## config.mk

```make
export PLATFORM = sky130hd
export DESIGN_NAME = layer_z_order_manager_top_flat
export DESIGN_NICKNAME = d
export VERILOG_FILES = /design/src/rtl/lzom_pkg.sv /design/src/rtl/lzom_req_if.sv /design/src/rtl/lzom_rsp_if.sv /design/src/rtl/lzom_cell.sv /design/src/rtl/lzom_pos_mem.sv /design/src/rtl/layer_z_order_manager_top.sv /design/src/flat_wrapper.sv
export SDC_FILE = /design/constraint.sdc
export NUM_CORES = 2
export LEC_CHECK = 0
export ABC_CLOCK_PERIOD_IN_PS = 5530
export BUFFER_PORTS_ARGS = -buffer_cell sky130_fd_sc_hd__buf_2
export CAP_MARGIN = 20
export CELL_PAD_IN_SITES_DETAIL_PLACEMENT = 1
export CELL_PAD_IN_SITES_GLOBAL_PLACEMENT = 1
export CORE_MARGIN = 4
export CORE_UTILIZATION = 47
export DETAILED_ROUTE_END_ITERATION = 7
export GPL_ROUTABILITY_DRIVEN = 0
export PLACE_DENSITY = 0.75
export SYNTH_ARGS = -nofsm -noshare
export SYNTH_HDL_FRONTEND = slang
export SYNTH_SLANG_ARGS = --single-unit
```

## constraint.sdc

```tcl
create_clock -name clock -period 5.53 [get_ports clock]
set_input_delay 0.8295 -clock clock [delete_from_list [all_inputs] [get_ports clock]]
set_output_delay 0.8295 -clock clock [all_outputs]
set_load 0.005 [all_outputs]
```

## src/rtl/lzom_pkg.sv

```systemverilog
`timescale 1ns / 1ps
// lzom_pkg: shared types and constants for the layer z-order manager.
// No dependencies; used by the channel interfaces, lzom_cell and the top level.

package lzom_pkg;

   localparam int MAX_LAYERS_DEF = 16;
   localparam int COORD_BITS_DEF = 16;

   localparam int KIND_W = 3;
   localparam int ID_W   = 8;
   localparam int POS_W  = 16;
   localparam int HGT_W  = 9;
   localparam int STAT_W = 2;
   localparam int IDX_W  = 8;

   localparam logic [KIND_W-1:0] KIND_CREATE   = 3'd0;
   localparam logic [KIND_W-1:0] KIND_MOVE_ABS = 3'd1;
   localparam logic [KIND_W-1:0] KIND_MOVE_REL = 3'd2;
   localparam logic [KIND_W-1:0] KIND_HEIGHT   = 3'd3;
   localparam logic [KIND_W-1:0] KIND_HIDE     = 3'd4;
   localparam logic [KIND_W-1:0] KIND_DRAW     = 3'd5;

   localparam logic [STAT_W-1:0] STAT_OK      = 2'd0;
   localparam logic [STAT_W-1:0] STAT_UNKNOWN = 2'd1;
   localparam logic [STAT_W-1:0] STAT_FULL    = 2'd2;
   localparam logic [STAT_W-1:0] STAT_EMPTY   = 2'd3;

   typedef enum logic [2:0] {
      ST_IDLE,
      ST_EXEC,
      ST_MOVE_WR,
      ST_SCAN,
      ST_EDIT,
      ST_RESP,
      ST_DRAW_RD,
      ST_DRAW_OUT
   } lzom_state_type;

   typedef enum logic [2:0] {
      CELL_HOLD,
      CELL_CLEAR,
      CELL_SCAN,
      CELL_REMOVE,
      CELL_INSERT,
      CELL_MOVE,
      CELL_ROTATE
   } lzom_cell_op_type;

   typedef struct packed {
      lzom_cell_op_type  op;
      logic [ID_W-1:0]   id;
      logic [IDX_W-1:0]  pos;
      logic [IDX_W-1:0]  count;
      logic [ID_W-1:0]   bottom_id;
   } lzom_cell_cmd_type;

endpackage

```

## src/rtl/lzom_req_if.sv

```systemverilog
`timescale 1ns / 1ps
// lzom_req_if: request channel (valid/ready plus one command word).
// Depends on lzom_pkg for field widths.

interface lzom_req_if;
   logic                                   valid;
   logic                                   ready;
   logic        [lzom_pkg::KIND_W-1:0]     kind;
   logic        [lzom_pkg::ID_W-1:0]       layer_id;
   logic signed [lzom_pkg::POS_W-1:0]      pos_x;
   logic signed [lzom_pkg::POS_W-1:0]      pos_y;
   logic signed [lzom_pkg::HGT_W-1:0]      height;

   modport source (output valid, kind, layer_id, pos_x, pos_y, height, input ready);
   modport sink   (input valid, kind, layer_id, pos_x, pos_y, height, output ready);
endinterface

```

## src/rtl/lzom_rsp_if.sv

```systemverilog
`timescale 1ns / 1ps
// lzom_rsp_if: response channel (valid/ready plus one result word).
// Depends on lzom_pkg for field widths.

interface lzom_rsp_if;
   logic                                   valid;
   logic                                   ready;
   logic        [lzom_pkg::ID_W-1:0]       out_id;
   logic signed [lzom_pkg::POS_W-1:0]      out_x;
   logic signed [lzom_pkg::POS_W-1:0]      out_y;
   logic        [lzom_pkg::STAT_W-1:0]     status;
   logic                                   last;

   modport source (output valid, out_id, out_x, out_y, status, last, input ready);
   modport sink   (input valid, out_id, out_x, out_y, status, last, output ready);
endinterface

```

## src/rtl/lzom_cell.sv

```systemverilog
`timescale 1ns / 1ps
// lzom_cell: one slot of the z-order stack; holds a layer id and a
// "match below" flag that ripples up one cell per cycle during a scan. Depends on lzom_pkg.

module lzom_cell #(
   parameter int INDEX = 0
) (
   input  logic                            clock,
   input  logic                            reset,
   input  lzom_pkg::lzom_cell_cmd_type     cmd,
   input  logic [lzom_pkg::ID_W-1:0]       lower_id,
   input  logic [lzom_pkg::ID_W-1:0]       upper_id,
   input  logic                            chain_in,
   output logic [lzom_pkg::ID_W-1:0]       id_out,
   output logic                            chain_out
);

   localparam logic [lzom_pkg::IDX_W-1:0] IDX = lzom_pkg::IDX_W'(INDEX);

   logic [lzom_pkg::ID_W-1:0] id_ff, id_in;
   logic                      below_ff, below_in;
   logic                      match;
   logic                      at_above;

   assign match     = (IDX < cmd.count) && (id_ff == cmd.id);
   assign at_above  = below_ff || match;
   assign chain_out = at_above;
   assign id_out    = id_ff;

   always_comb begin
      id_in    = id_ff;
      below_in = below_ff;
      unique case (cmd.op)
         lzom_pkg::CELL_HOLD: begin
         end
         lzom_pkg::CELL_CLEAR: begin
            below_in = 1'b0;
         end
         lzom_pkg::CELL_SCAN: begin
            below_in = chain_in;
         end
         lzom_pkg::CELL_REMOVE: begin
            id_in = at_above ? upper_id : id_ff;
         end
         lzom_pkg::CELL_INSERT: begin
            if (IDX == cmd.pos) begin
               id_in = cmd.id;
            end else if (IDX < cmd.pos) begin
               id_in = id_ff;
            end else begin
               id_in = lower_id;
            end
         end
         lzom_pkg::CELL_MOVE: begin
            // remove at the matching slot, then insert at pos
            if (IDX == cmd.pos) begin
               id_in = cmd.id;
            end else if (IDX < cmd.pos) begin
               id_in = at_above ? upper_id : id_ff;
            end else begin
               id_in = below_ff ? id_ff : lower_id;
            end
         end
         lzom_pkg::CELL_ROTATE: begin
            id_in = (IDX == cmd.pos) ? cmd.bottom_id : upper_id;
         end
         default: begin
         end
      endcase
   end

   always_ff @(posedge clock) begin
      id_ff <= id_in;
   end

   always_ff @(posedge clock) begin
      if (reset) begin
         below_ff <= 1'b0;
      end else begin
         below_ff <= below_in;
      end
   end

endmodule

```

## src/rtl/lzom_pos_mem.sv

```systemverilog
`timescale 1ns / 1ps
// lzom_pos_mem: layer position table, one write and one registered read port.
// Standalone; no package dependencies.

module lzom_pos_mem #(
   parameter  int DEPTH  = 16,
   parameter  int WIDTH  = 32,
   localparam int ADDR_W = $clog2(DEPTH)
) (
   input  logic              clock,
   input  logic              wr_en,
   input  logic [ADDR_W-1:0] wr_addr,
   input  logic [WIDTH-1:0]  wr_data,
   input  logic              rd_en,
   input  logic [ADDR_W-1:0] rd_addr,
   output logic [WIDTH-1:0]  rd_data
);

   logic [WIDTH-1:0] mem_ff [DEPTH];
   logic [WIDTH-1:0] rd_data_ff;

   always_ff @(posedge clock) begin
      if (wr_en) begin
         mem_ff[wr_addr] <= wr_data;
      end
   end

   always_ff @(posedge clock) begin
      if (rd_en) begin
         rd_data_ff <= mem_ff[rd_addr];
      end
   end

   assign rd_data = rd_data_ff;

endmodule

```

## src/rtl/layer_z_order_manager_top.sv

```systemverilog
`timescale 1ns / 1ps
// layer_z_order_manager_top: layer table and bottom-to-top z-order stack.
// Depends on lzom_pkg, lzom_req_if, lzom_rsp_if, lzom_cell, lzom_pos_mem.
//
// req_ch carries one command word per handshake (create, move absolute,
// move relative, set height, hide, draw); rsp_ch returns result words, the
// final one of each command flagged by last. Commands are taken one at a
// time: req_ch.ready is high only while no command is in progress.
// Steps per command, accept to next accept:
//   create, unknown id, unused kind, empty draw: execute, then respond
//   move absolute / relative: read-modify-write of the position table
//   set height / hide: match flag ripples up the cell row one slot per
//     cycle, then the cells shift in a single edit step
//   draw: per stacked layer, a position read, then output and rotate
// Reset clears the layer and stack counts; position entries need no clearing
// pass since each is written to zero when its layer is created.
// A result waits in the output register while rsp_ch.ready is low; the next
// command is still accepted, and a draw pauses until each word is taken.

module layer_z_order_manager_top #(
   parameter int MAX_LAYERS = lzom_pkg::MAX_LAYERS_DEF,
   parameter int COORD_BITS = lzom_pkg::COORD_BITS_DEF
) (
   input  logic       clock,
   input  logic       reset,
   lzom_req_if.sink   req_ch,
   lzom_rsp_if.source rsp_ch
);

   localparam int CNT_W  = $clog2(MAX_LAYERS + 1);
   localparam int ADDR_W = $clog2(MAX_LAYERS);
   localparam int MEM_W  = 2 * COORD_BITS;
   localparam int SUM_W  = ((COORD_BITS > lzom_pkg::POS_W) ? COORD_BITS : lzom_pkg::POS_W) + 1;
   localparam logic signed [SUM_W-1:0] CMAX =
      {{(SUM_W - COORD_BITS + 1){1'b0}}, {(COORD_BITS - 1){1'b1}}};
   localparam logic signed [SUM_W-1:0] CMIN = ~CMAX;

   lzom_pkg::lzom_state_type state_ff, state_in;

   logic        [lzom_pkg::KIND_W-1:0] kind_ff, kind_in;
   logic        [lzom_pkg::ID_W-1:0]   id_ff, id_in;
   logic signed [lzom_pkg::POS_W-1:0]  px_ff, px_in;
   logic signed [lzom_pkg::POS_W-1:0]  py_ff, py_in;
   logic signed [lzom_pkg::HGT_W-1:0]  h_ff, h_in;

   logic [CNT_W-1:0] created_ff, created_in;
   logic [CNT_W-1:0] count_ff, count_in;
   logic [CNT_W-1:0] scan_ff, scan_in;
   logic [CNT_W-1:0] draw_ff, draw_in;

   logic [lzom_pkg::ID_W-1:0]   res_id_ff, res_id_in;
   logic [lzom_pkg::STAT_W-1:0] res_status_ff, res_status_in;

   logic                               rsp_valid_ff, rsp_valid_in;
   logic        [lzom_pkg::ID_W-1:0]   rsp_id_ff, rsp_id_in;
   logic signed [lzom_pkg::POS_W-1:0]  rsp_x_ff, rsp_x_in;
   logic signed [lzom_pkg::POS_W-1:0]  rsp_y_ff, rsp_y_in;
   logic        [lzom_pkg::STAT_W-1:0] rsp_status_ff, rsp_status_in;
   logic                               rsp_last_ff, rsp_last_in;

   logic accept;
   logic rsp_free;
   logic id_valid;
   logic is_create, is_draw, is_unused, is_move;
   logic present, remove_req, last_draw;

   logic [lzom_pkg::IDX_W-1:0] h8, count8, count_m1, ins_pos, mov_pos;
   logic [lzom_pkg::ID_W-1:0]  bottom_id;
   logic [ADDR_W-1:0]          id_addr;

   lzom_pkg::lzom_cell_cmd_type cmd;
   logic [lzom_pkg::ID_W-1:0]   cell_id  [MAX_LAYERS];
   logic [lzom_pkg::ID_W-1:0]   lower_id [MAX_LAYERS];
   logic [lzom_pkg::ID_W-1:0]   upper_id [MAX_LAYERS];
   logic [MAX_LAYERS-1:0]       chain;
   logic [MAX_LAYERS-1:0]       below_in;

   logic              wr_en, rd_en;
   logic [ADDR_W-1:0] wr_addr, rd_addr;
   logic [MEM_W-1:0]  wr_data, rd_data;

   logic signed [COORD_BITS-1:0] rd_x, rd_y;
   logic signed [SUM_W-1:0]      base_x, base_y, sum_x, sum_y, sat_x, sat_y;

   // ---------------------------------------------------------------- cells
   for (genvar g = 0; g < MAX_LAYERS; g++) begin : g_cell
      if (g == 0) begin : g_lo
         assign lower_id[g] = '0;
         assign below_in[g] = 1'b0;
      end else begin : g_lo
         assign lower_id[g] = cell_id[g-1];
         assign below_in[g] = chain[g-1];
      end
      if (g == MAX_LAYERS - 1) begin : g_hi
         assign upper_id[g] = '0;
      end else begin : g_hi
         assign upper_id[g] = cell_id[g+1];
      end

      lzom_cell #(
         .INDEX (g)
      ) u_cell (
         .clock     (clock),
         .reset     (reset),
         .cmd       (cmd),
         .lower_id  (lower_id[g]),
         .upper_id  (upper_id[g]),
         .chain_in  (below_in[g]),
         .id_out    (cell_id[g]),
         .chain_out (chain[g])
      );
   end

   lzom_pos_mem #(
      .DEPTH (MAX_LAYERS),
      .WIDTH (MEM_W)
   ) u_pos_mem (
      .clock   (clock),
      .wr_en   (wr_en),
      .wr_addr (wr_addr),
      .wr_data (wr_data),
      .rd_en   (rd_en),
      .rd_addr (rd_addr),
      .rd_data (rd_data)
   );

   // ------------------------------------------------------------- decode
   assign req_ch.ready = (state_ff == lzom_pkg::ST_IDLE);
   assign accept       = req_ch.valid && req_ch.ready;
   assign rsp_free     = !rsp_valid_ff || rsp_ch.ready;

   assign id_valid  = (id_ff != '0) && ({1'b0, id_ff} <= 9'(created_ff));
   assign is_create = (kind_ff == lzom_pkg::KIND_CREATE);
   assign is_draw   = (kind_ff == lzom_pkg::KIND_DRAW);
   assign is_unused = (kind_ff > lzom_pkg::KIND_DRAW);
   assign is_move   = (kind_ff == lzom_pkg::KIND_MOVE_ABS) ||
                      (kind_ff == lzom_pkg::KIND_MOVE_REL);

   assign present    = chain[MAX_LAYERS-1];
   assign remove_req = (kind_ff == lzom_pkg::KIND_HIDE) || h_ff[lzom_pkg::HGT_W-1];
   assign h8         = h_ff[lzom_pkg::IDX_W-1:0];
   assign count8     = lzom_pkg::IDX_W'(count_ff);
   assign count_m1   = count8 - lzom_pkg::IDX_W'(1);
   assign ins_pos    = (h8 < count8) ? h8 : count8;
   assign mov_pos    = (h8 < count_m1) ? h8 : count_m1;
   assign bottom_id  = cell_id[0];
   assign last_draw  = (draw_ff == count_ff - CNT_W'(1));
   assign id_addr    = ADDR_W'(id_ff - lzom_pkg::ID_W'(1));

   assign rd_x = rd_data[MEM_W-1:COORD_BITS];
   assign rd_y = rd_data[COORD_BITS-1:0];

   assign base_x = (kind_ff == lzom_pkg::KIND_MOVE_REL) ? SUM_W'(rd_x) : '0;
   assign base_y = (kind_ff == lzom_pkg::KIND_MOVE_REL) ? SUM_W'(rd_y) : '0;
   assign sum_x  = base_x + SUM_W'(px_ff);
   assign sum_y  = base_y + SUM_W'(py_ff);
   assign sat_x  = (sum_x > CMAX) ? CMAX : ((sum_x < CMIN) ? CMIN : sum_x);
   assign sat_y  = (sum_y > CMAX) ? CMAX : ((sum_y < CMIN) ? CMIN : sum_y);

   // --------------------------------------------------------- next state
   always_comb begin
      state_in = state_ff;
      unique case (state_ff)
         lzom_pkg::ST_IDLE: begin
            if (accept) begin
               state_in = lzom_pkg::ST_EXEC;
            end
         end
         lzom_pkg::ST_EXEC: begin
            priority if (is_draw && count_ff != '0) begin
               state_in = lzom_pkg::ST_DRAW_RD;
            end else if (is_create || is_draw || is_unused || !id_valid) begin
               state_in = lzom_pkg::ST_RESP;
            end else if (is_move) begin
               state_in = lzom_pkg::ST_MOVE_WR;
            end else begin
               state_in = lzom_pkg::ST_SCAN;
            end
         end
         lzom_pkg::ST_MOVE_WR: begin
            state_in = lzom_pkg::ST_RESP;
         end
         lzom_pkg::ST_SCAN: begin
            if (scan_ff == CNT_W'(MAX_LAYERS - 2)) begin
               state_in = lzom_pkg::ST_EDIT;
            end
         end
         lzom_pkg::ST_EDIT: begin
            state_in = lzom_pkg::ST_RESP;
         end
         lzom_pkg::ST_RESP: begin
            if (rsp_free) begin
               state_in = lzom_pkg::ST_IDLE;
            end
         end
         lzom_pkg::ST_DRAW_RD: begin
            state_in = lzom_pkg::ST_DRAW_OUT;
         end
         lzom_pkg::ST_DRAW_OUT: begin
            if (rsp_free) begin
               state_in = last_draw ? lzom_pkg::ST_IDLE : lzom_pkg::ST_DRAW_RD;
            end
         end
      endcase
   end

   // ------------------------------------------------------------ outputs
   always_comb begin
      kind_in = accept ? req_ch.kind     : kind_ff;
      id_in   = accept ? req_ch.layer_id : id_ff;
      px_in   = accept ? req_ch.pos_x    : px_ff;
      py_in   = accept ? req_ch.pos_y    : py_ff;
      h_in    = accept ? req_ch.height   : h_ff;

      created_in    = created_ff;
      count_in      = count_ff;
      scan_in       = scan_ff;
      draw_in       = draw_ff;
      res_id_in     = res_id_ff;
      res_status_in = res_status_ff;

      rsp_valid_in  = rsp_valid_ff && !rsp_ch.ready;
      rsp_id_in     = rsp_id_ff;
      rsp_x_in      = rsp_x_ff;
      rsp_y_in      = rsp_y_ff;
      rsp_status_in = rsp_status_ff;
      rsp_last_in   = rsp_last_ff;

      cmd.op        = lzom_pkg::CELL_HOLD;
      cmd.id        = id_ff;
      cmd.pos       = '0;
      cmd.count     = count8;
      cmd.bottom_id = bottom_id;

      wr_en   = 1'b0;
      wr_addr = id_addr;
      wr_data = {COORD_BITS'(sat_x), COORD_BITS'(sat_y)};
      rd_en   = 1'b0;
      rd_addr = id_addr;

      unique case (state_ff)
         lzom_pkg::ST_IDLE: begin
         end
         lzom_pkg::ST_EXEC: begin
            priority if (is_create) begin
               if (created_ff == CNT_W'(MAX_LAYERS)) begin
                  res_id_in     = '0;
                  res_status_in = lzom_pkg::STAT_FULL;
               end else begin
                  wr_en         = 1'b1;
                  wr_addr       = ADDR_W'(created_ff);
                  wr_data       = '0;
                  created_in    = created_ff + CNT_W'(1);
                  res_id_in     = lzom_pkg::ID_W'(created_ff + CNT_W'(1));
                  res_status_in = lzom_pkg::STAT_OK;
               end
            end else if (is_draw) begin
               draw_in       = '0;
               res_id_in     = '0;
               res_status_in = lzom_pkg::STAT_EMPTY;
            end else if (is_unused) begin
               res_id_in     = '0;
               res_status_in = lzom_pkg::STAT_OK;
            end else if (!id_valid) begin
               res_id_in     = id_ff;
               res_status_in = lzom_pkg::STAT_UNKNOWN;
            end else if (is_move) begin
               rd_en = 1'b1;
            end else begin
               cmd.op  = lzom_pkg::CELL_CLEAR;
               scan_in = '0;
            end
         end
         lzom_pkg::ST_MOVE_WR: begin
            wr_en         = 1'b1;
            res_id_in     = id_ff;
            res_status_in = lzom_pkg::STAT_OK;
         end
         lzom_pkg::ST_SCAN: begin
            cmd.op  = lzom_pkg::CELL_SCAN;
            scan_in = scan_ff + CNT_W'(1);
         end
         lzom_pkg::ST_EDIT: begin
            res_id_in     = id_ff;
            res_status_in = lzom_pkg::STAT_OK;
            priority if (remove_req) begin
               if (present) begin
                  cmd.op   = lzom_pkg::CELL_REMOVE;
                  count_in = count_ff - CNT_W'(1);
               end
            end else if (!present) begin
               if (count_ff < CNT_W'(MAX_LAYERS)) begin
                  cmd.op   = lzom_pkg::CELL_INSERT;
                  cmd.pos  = ins_pos;
                  count_in = count_ff + CNT_W'(1);
               end
            end else begin
               cmd.op  = lzom_pkg::CELL_MOVE;
               cmd.pos = mov_pos;
            end
         end
         lzom_pkg::ST_RESP: begin
            if (rsp_free) begin
               rsp_valid_in  = 1'b1;
               rsp_id_in     = res_id_ff;
               rsp_x_in      = '0;
               rsp_y_in      = '0;
               rsp_status_in = res_status_ff;
               rsp_last_in   = 1'b1;
            end
         end
         lzom_pkg::ST_DRAW_RD: begin
            rd_en   = 1'b1;
            rd_addr = ADDR_W'(bottom_id - lzom_pkg::ID_W'(1));
         end
         lzom_pkg::ST_DRAW_OUT: begin
            if (rsp_free) begin
               rsp_valid_in  = 1'b1;
               rsp_id_in     = bottom_id;
               rsp_x_in      = lzom_pkg::POS_W'(rd_x);
               rsp_y_in      = lzom_pkg::POS_W'(rd_y);
               rsp_status_in = lzom_pkg::STAT_OK;
               rsp_last_in   = last_draw;
               cmd.op        = lzom_pkg::CELL_ROTATE;
               cmd.pos       = count_m1;
               draw_in       = draw_ff + CNT_W'(1);
            end
         end
      endcase
   end

   // ---------------------------------------------------------- registers
   always_ff @(posedge clock) begin
      if (reset) begin
         state_ff     <= lzom_pkg::ST_IDLE;
         created_ff   <= '0;
         count_ff     <= '0;
         scan_ff      <= '0;
         draw_ff      <= '0;
         rsp_valid_ff <= 1'b0;
      end else begin
         state_ff     <= state_in;
         created_ff   <= created_in;
         count_ff     <= count_in;
         scan_ff      <= scan_in;
         draw_ff      <= draw_in;
         rsp_valid_ff <= rsp_valid_in;
      end
   end

   always_ff @(posedge clock) begin
      kind_ff       <= kind_in;
      id_ff         <= id_in;
      px_ff         <= px_in;
      py_ff         <= py_in;
      h_ff          <= h_in;
      res_id_ff     <= res_id_in;
      res_status_ff <= res_status_in;
      rsp_id_ff     <= rsp_id_in;
      rsp_x_ff      <= rsp_x_in;
      rsp_y_ff      <= rsp_y_in;
      rsp_status_ff <= rsp_status_in;
      rsp_last_ff   <= rsp_last_in;
   end

   assign rsp_ch.valid  = rsp_valid_ff;
   assign rsp_ch.out_id = rsp_id_ff;
   assign rsp_ch.out_x  = rsp_x_ff;
   assign rsp_ch.out_y  = rsp_y_ff;
   assign rsp_ch.status = rsp_status_ff;
   assign rsp_ch.last   = rsp_last_ff;

`ifndef SYNTHESIS
   a_stack_le_created: assert property (@(posedge clock) disable iff (reset)
      count_ff <= created_ff)
      else $error("stack holds more layers than were created");

   a_created_monotonic: assert property (@(posedge clock) disable iff (reset)
      1'b1 |=> created_ff >= $past(created_ff))
      else $error("created layer count went down");

   a_count_only_in_edit: assert property (@(posedge clock) disable iff (reset)
      ($past(!reset) && count_ff != $past(count_ff)) |-> $past(state_ff == lzom_pkg::ST_EDIT))
      else $error("stack count changed outside an edit");

   a_multi_only_draw: assert property (@(posedge clock) disable iff (reset)
      (rsp_valid_ff && !rsp_last_ff) |-> (kind_ff == lzom_pkg::KIND_DRAW))
      else $error("non-final word from a command other than draw");
`endif

endmodule

```

## src/flat_wrapper.sv

```systemverilog
// flat-port wrapper written by rule: the top's interface ports become plain ports
module layer_z_order_manager_top_flat 
#(
   parameter int MAX_LAYERS = lzom_pkg::MAX_LAYERS_DEF,
   parameter int COORD_BITS = lzom_pkg::COORD_BITS_DEF
)
  (clock, reset, req_ch_valid, req_ch_kind, req_ch_layer_id, req_ch_pos_x, req_ch_pos_y, req_ch_height, req_ch_ready, rsp_ch_valid, rsp_ch_out_id, rsp_ch_out_x, rsp_ch_out_y, rsp_ch_status, rsp_ch_last, rsp_ch_ready);
  lzom_req_if req_ch_i ();
  lzom_rsp_if rsp_ch_i ();
  input  logic clock;
  input  logic reset;
  input wire logic [$bits(req_ch_i.valid)-1:0] req_ch_valid;
  input wire logic [$bits(req_ch_i.kind)-1:0] req_ch_kind;
  input wire logic [$bits(req_ch_i.layer_id)-1:0] req_ch_layer_id;
  input wire logic [$bits(req_ch_i.pos_x)-1:0] req_ch_pos_x;
  input wire logic [$bits(req_ch_i.pos_y)-1:0] req_ch_pos_y;
  input wire logic [$bits(req_ch_i.height)-1:0] req_ch_height;
  output wire logic [$bits(req_ch_i.ready)-1:0] req_ch_ready;
  output wire logic [$bits(rsp_ch_i.valid)-1:0] rsp_ch_valid;
  output wire logic [$bits(rsp_ch_i.out_id)-1:0] rsp_ch_out_id;
  output wire logic [$bits(rsp_ch_i.out_x)-1:0] rsp_ch_out_x;
  output wire logic [$bits(rsp_ch_i.out_y)-1:0] rsp_ch_out_y;
  output wire logic [$bits(rsp_ch_i.status)-1:0] rsp_ch_status;
  output wire logic [$bits(rsp_ch_i.last)-1:0] rsp_ch_last;
  input wire logic [$bits(rsp_ch_i.ready)-1:0] rsp_ch_ready;
  assign req_ch_i.valid = req_ch_valid;
  assign req_ch_i.kind = req_ch_kind;
  assign req_ch_i.layer_id = req_ch_layer_id;
  assign req_ch_i.pos_x = req_ch_pos_x;
  assign req_ch_i.pos_y = req_ch_pos_y;
  assign req_ch_i.height = req_ch_height;
  assign req_ch_ready = req_ch_i.ready;
  assign rsp_ch_valid = rsp_ch_i.valid;
  assign rsp_ch_out_id = rsp_ch_i.out_id;
  assign rsp_ch_out_x = rsp_ch_i.out_x;
  assign rsp_ch_out_y = rsp_ch_i.out_y;
  assign rsp_ch_status = rsp_ch_i.status;
  assign rsp_ch_last = rsp_ch_i.last;
  assign rsp_ch_i.ready = rsp_ch_ready;
  layer_z_order_manager_top #(.MAX_LAYERS(MAX_LAYERS), .COORD_BITS(COORD_BITS)) u_core (.clock(clock), .reset(reset), .req_ch(req_ch_i), .rsp_ch(rsp_ch_i));
endmodule
```

==> results_dict.tcl <==
set metrics [dict create \
    status "finished, final reports clean" \
    ys_seq_area_frac 0.589 \
    synth-edff-count 777 \
    cp.arrival_ns 5.77 \
    ys_ff_latch 816 \
    drv_cap 0 \
    h-tree-depth 3 \
    dieArea_um2 92000 \
    hold_class "in -> reg" \
    grt_pass1_vias 31800 \
    clock_latency_ns 0.67 \
    end_kind "flip-flop" \
    num_io_pins 101 \
    period_needed_ns 5.39 \
    initial_utilization 0.473 \
    min_to "u_core.h_ff[4]" \
    die_height_um 303 \
    clock_skew_ns 0.0340 \
    hpwlAfterDp_mm 92.1 \
    dp_slack_ns 0.00777 \
    clockBufferDepth 3 \
    synthToLayoutAreaGrowth_pct 13.8 \
    r2r-end "u_core.u_pos_mem.mem_ff[12][27]" \
    ir_drop_uv 291 \
    synth_cells 3158 \
    wire_per_inst_um 30.4 \
    viasPerCell 6.60 \
    drc_errors 0 \
    drt_wl_total_mm 138 \
    drtIter0Drc 3352 \
    yosysWarnings 0 \
    critical_path.max_fanout 19 \
    hold_path_startpoint "req_ch_height[4]" \
    crit_required_ns 5.91 \
    cts.sinks 816 \
    setup_viol 0 \
    portBuffers 100 \
    drive_gt1_frac 0.194 \
    ys.flop_type "edfxtp_1" \
    reg2reg_depth 17 \
    clockRootBuffer "clkbuf_16" \
    critPathKind "reg -> reg" \
    timing.rr.start "u_core.kind_ff[2]" \
    grt.overflow.total 0 \
    coreArea_um2 86600 \
    ys_types 91 \
    rows 108 \
    synth.top_cells.by_area "edfxtp_1 (57%), mux4_2 (7.0%), mux2i_1 (3.2%)" \
    tritoncts "built" \
    route.vias.total 30000 \
    synthArstFlopShare 0 \
    tightest_slew_ns 1.12 \
    finalMaxSlewViolations 0 \
    postSynthAreaPerCell_um2 13.0 \
    numCtsBuffers 88 \
    die_width_um 303 \
    hold_depth 1 \
    tns_ns 0 \
    crit_path_start_kind "flip-flop" \
    clk_pin_slew_ns 0.06 \
    period_share 0.975 \
    grt_pass1_wl_mm 206 \
    fmax_mhz 186 \
    placed_area_um2 43800 \
    synth_top_cell_by_area "edfxtp_1" \
    grt_setup_unrepaired "yes" \
    yosys.area.top_type_share 0.570 \
    maxSlewHeadroom 0.251 \
    grt_max_degree 97 \
    syn_nets 3274 \
    layout_setup_ws_ns 0.141 \
    drtPass1Iterations 5 \
    p_leak_nw 16.3 \
    r2r_slack_ns 0.14 \
    finalHoldViolCount 0 \
    final_nets 3436 \
    antenna_found_initial 5 \
    power.density_nw_per_um2 348 \
    synth.cell_area_um2 41000 \
    grtUsageTotal 0.300 \
    ant_nets 0 \
    final_cell_area_um2 46600 \
]
worst max-delay path by stage:
stage | startpoint | endpoint | slack, ns
after global routing | u_core.kind_ff[2] | u_core.u_pos_mem.mem_ff[11][21] | -0.20
after floorplan | u_core.id_ff[1] | u_core.u_pos_mem.rd_data[0] | 0.35
after CTS | u_core.kind_ff[2] | u_core.u_pos_mem.mem_ff[7][19] | 0.31
after detailed placement | u_core.kind_ff[2] | u_core.u_pos_mem.mem_ff[5][19] | 0.008
after global placement | u_core.kind_ff[2] | u_core.u_pos_mem.mem_ff[8][23] | 0.39
final | u_core.kind_ff[2] | u_core.u_pos_mem.mem_ff[12][27] | 0.14
what timing repair did:
item | CTS | global route
hold buffers | 0 | 0
buffers inserted | 0 | 0
cloned | 0 | 0
endpoints found under the setup margin | 48 | 111
gates resized for setup | 3 | 2
state kept, by name, indices dropped and copies added (netlist names), 5 cells and up:
register,cells
u_core.rsp_ch.out_x,16
u_core.g_cell.u_cell.id_out,128
u_core.draw_ff,5
u_core.rsp_ch.out_y,16
u_core.rsp_ch.out_id,8
u_core.h_ff,9
u_core.u_pos_mem.mem_ff,512
u_core.px_ff,16
u_core.id_ff,8
u_core.py_ff,16
u_core.u_pos_mem.rd_data,32
u_core.g_cell.u_cell.below_ff,15
u_core.created_ff,5
u_core.res_id_ff,8
u_core.scan_ff,5
u_core.count_ff,5
cells by family (layout without fill, tap and decap cells):
| family | count (synthesis) | count (layout) | synth area share |
|---|---|---|---|
| compound gates | 779 | 779 | 0.123 |
| flops | 816 | 816 | 0.589 |
| simple gates | 760 | 760 | 0.0904 |
| other cells | 0 | 1 | 0 |
| fa+ha+maj | 60 | 60 | 0.0187 |
| buf+inv | 255 | 490 | 0.0246 |
| mux | 309 | 309 | 0.116 |
| xor+xnor | 179 | 179 | 0.0383 |
routing by layer:
metal / track usage / part of all wire / vias up
li1: - / - / 12700
met1: 0.379 / 0.39 / 15400
met2: 0.502 / 0.49 / 1523
met3: 0.0469 / 0.070 / 413
met4: 0.154 / 0.056 / 2
met5: 0 / 0.000087 / -
Yosys cell counts, types with 21 or more instances:
library cell and count:
nor2_1 191, nand4_1 25, nor2b_1 43, and2_1 53, o21ai_0 160, buf_1 39, xnor2_1 89, and3_1 39
a221o_1 21, inv_1 45, nand3_1 55, clkbuf_1 143, dfxtp_1 39, xor2_1 90, nand2_1 222, mux2i_1 133
ha_1 58, a221oi_1 26, a22oi_1 25, buf_2 24, mux4_2 128, a21oi_1 205, o22ai_1 62, nor4_1 30
a31oi_1 62, edfxtp_1 777, a211oi_1 42, mux2_2 48, nor3_1 41
critical path: stages, from the launching register on:
cell,delay (ns)
edfxtp_1,0.57
nor2_2,0.34
buf_12,0.19
buf_4,0.28
and3_1,0.23
ha_1,0.28
nor2b_1,0.15
o21ai_0,0.20
a21boi_0,0.17
o21ai_0,0.23
a21boi_0,0.16
o21ai_0,0.25
a21oi_1,0.11
o32ai_1,0.48
nor2_1,0.16
nand2_1,0.43
o21ai_0,0.51
buf_2,0.33
area by class of cell:
class	instances	area, um^2
Multi-Input combinational cell	2087	16100
Tap cell	1155	1450
Sequential cell	816	24100
Fill cell	8672	40000
Clock inverter	51	443
Timing Repair Buffer	281	1990
Inverter	46	173
Clock buffer	112	2370
Antenna cell	1	2.50
layout by cell type (no fill, tap or decap), types with 38 or more instances in the layout:
cell,instances
mux2_2,48
edfxtp_1,777
xnor2_1,89
nor3_1,39
dfxtp_1,39
o22ai_1,62
o21ai_0,156
a21oi_1,203
and3_1,38
ha_1,58
nor2_1,171
buf_2,105
mux4_2,128
a31oi_1,61
a211oi_1,42
clkbuf_16,91
xor2_1,90
and2_1,52
inv_1,45
nor2b_1,43
nand3_1,55
nand2_1,222
buf_4,164
mux2i_1,131
power breakdown:
part | internal (W) | switching [W]
Clock | 0.00331 | 0.00252
Combinational | 0.00104 | 0.00177
Sequential | 0.00736 | 0.000232
through the flow:
| step | std cells | power [W] | utilization | hold slack, ns |
|---|---|---|---|---|
| 6_report | 4549 | 0.0162 | 0.538 | 0.329 |
| 5_1_grt | 4548 | 0.0168 | 0.538 | 0.306 |
| 4_1_cts | 4541 | 0.0163 | 0.538 | 0.296 |
| 3_5_place_dp | 4378 | 0.0105 | 0.505 | 0.506 |
| 3_3_place_gp | 4362 | 0.0103 | 0.504 | 0.491 |
| 2_1_floorplan | 3158 | 0.00937 | - | 0.472 |
Note: power is estimated with default switching activity, not from simulation.
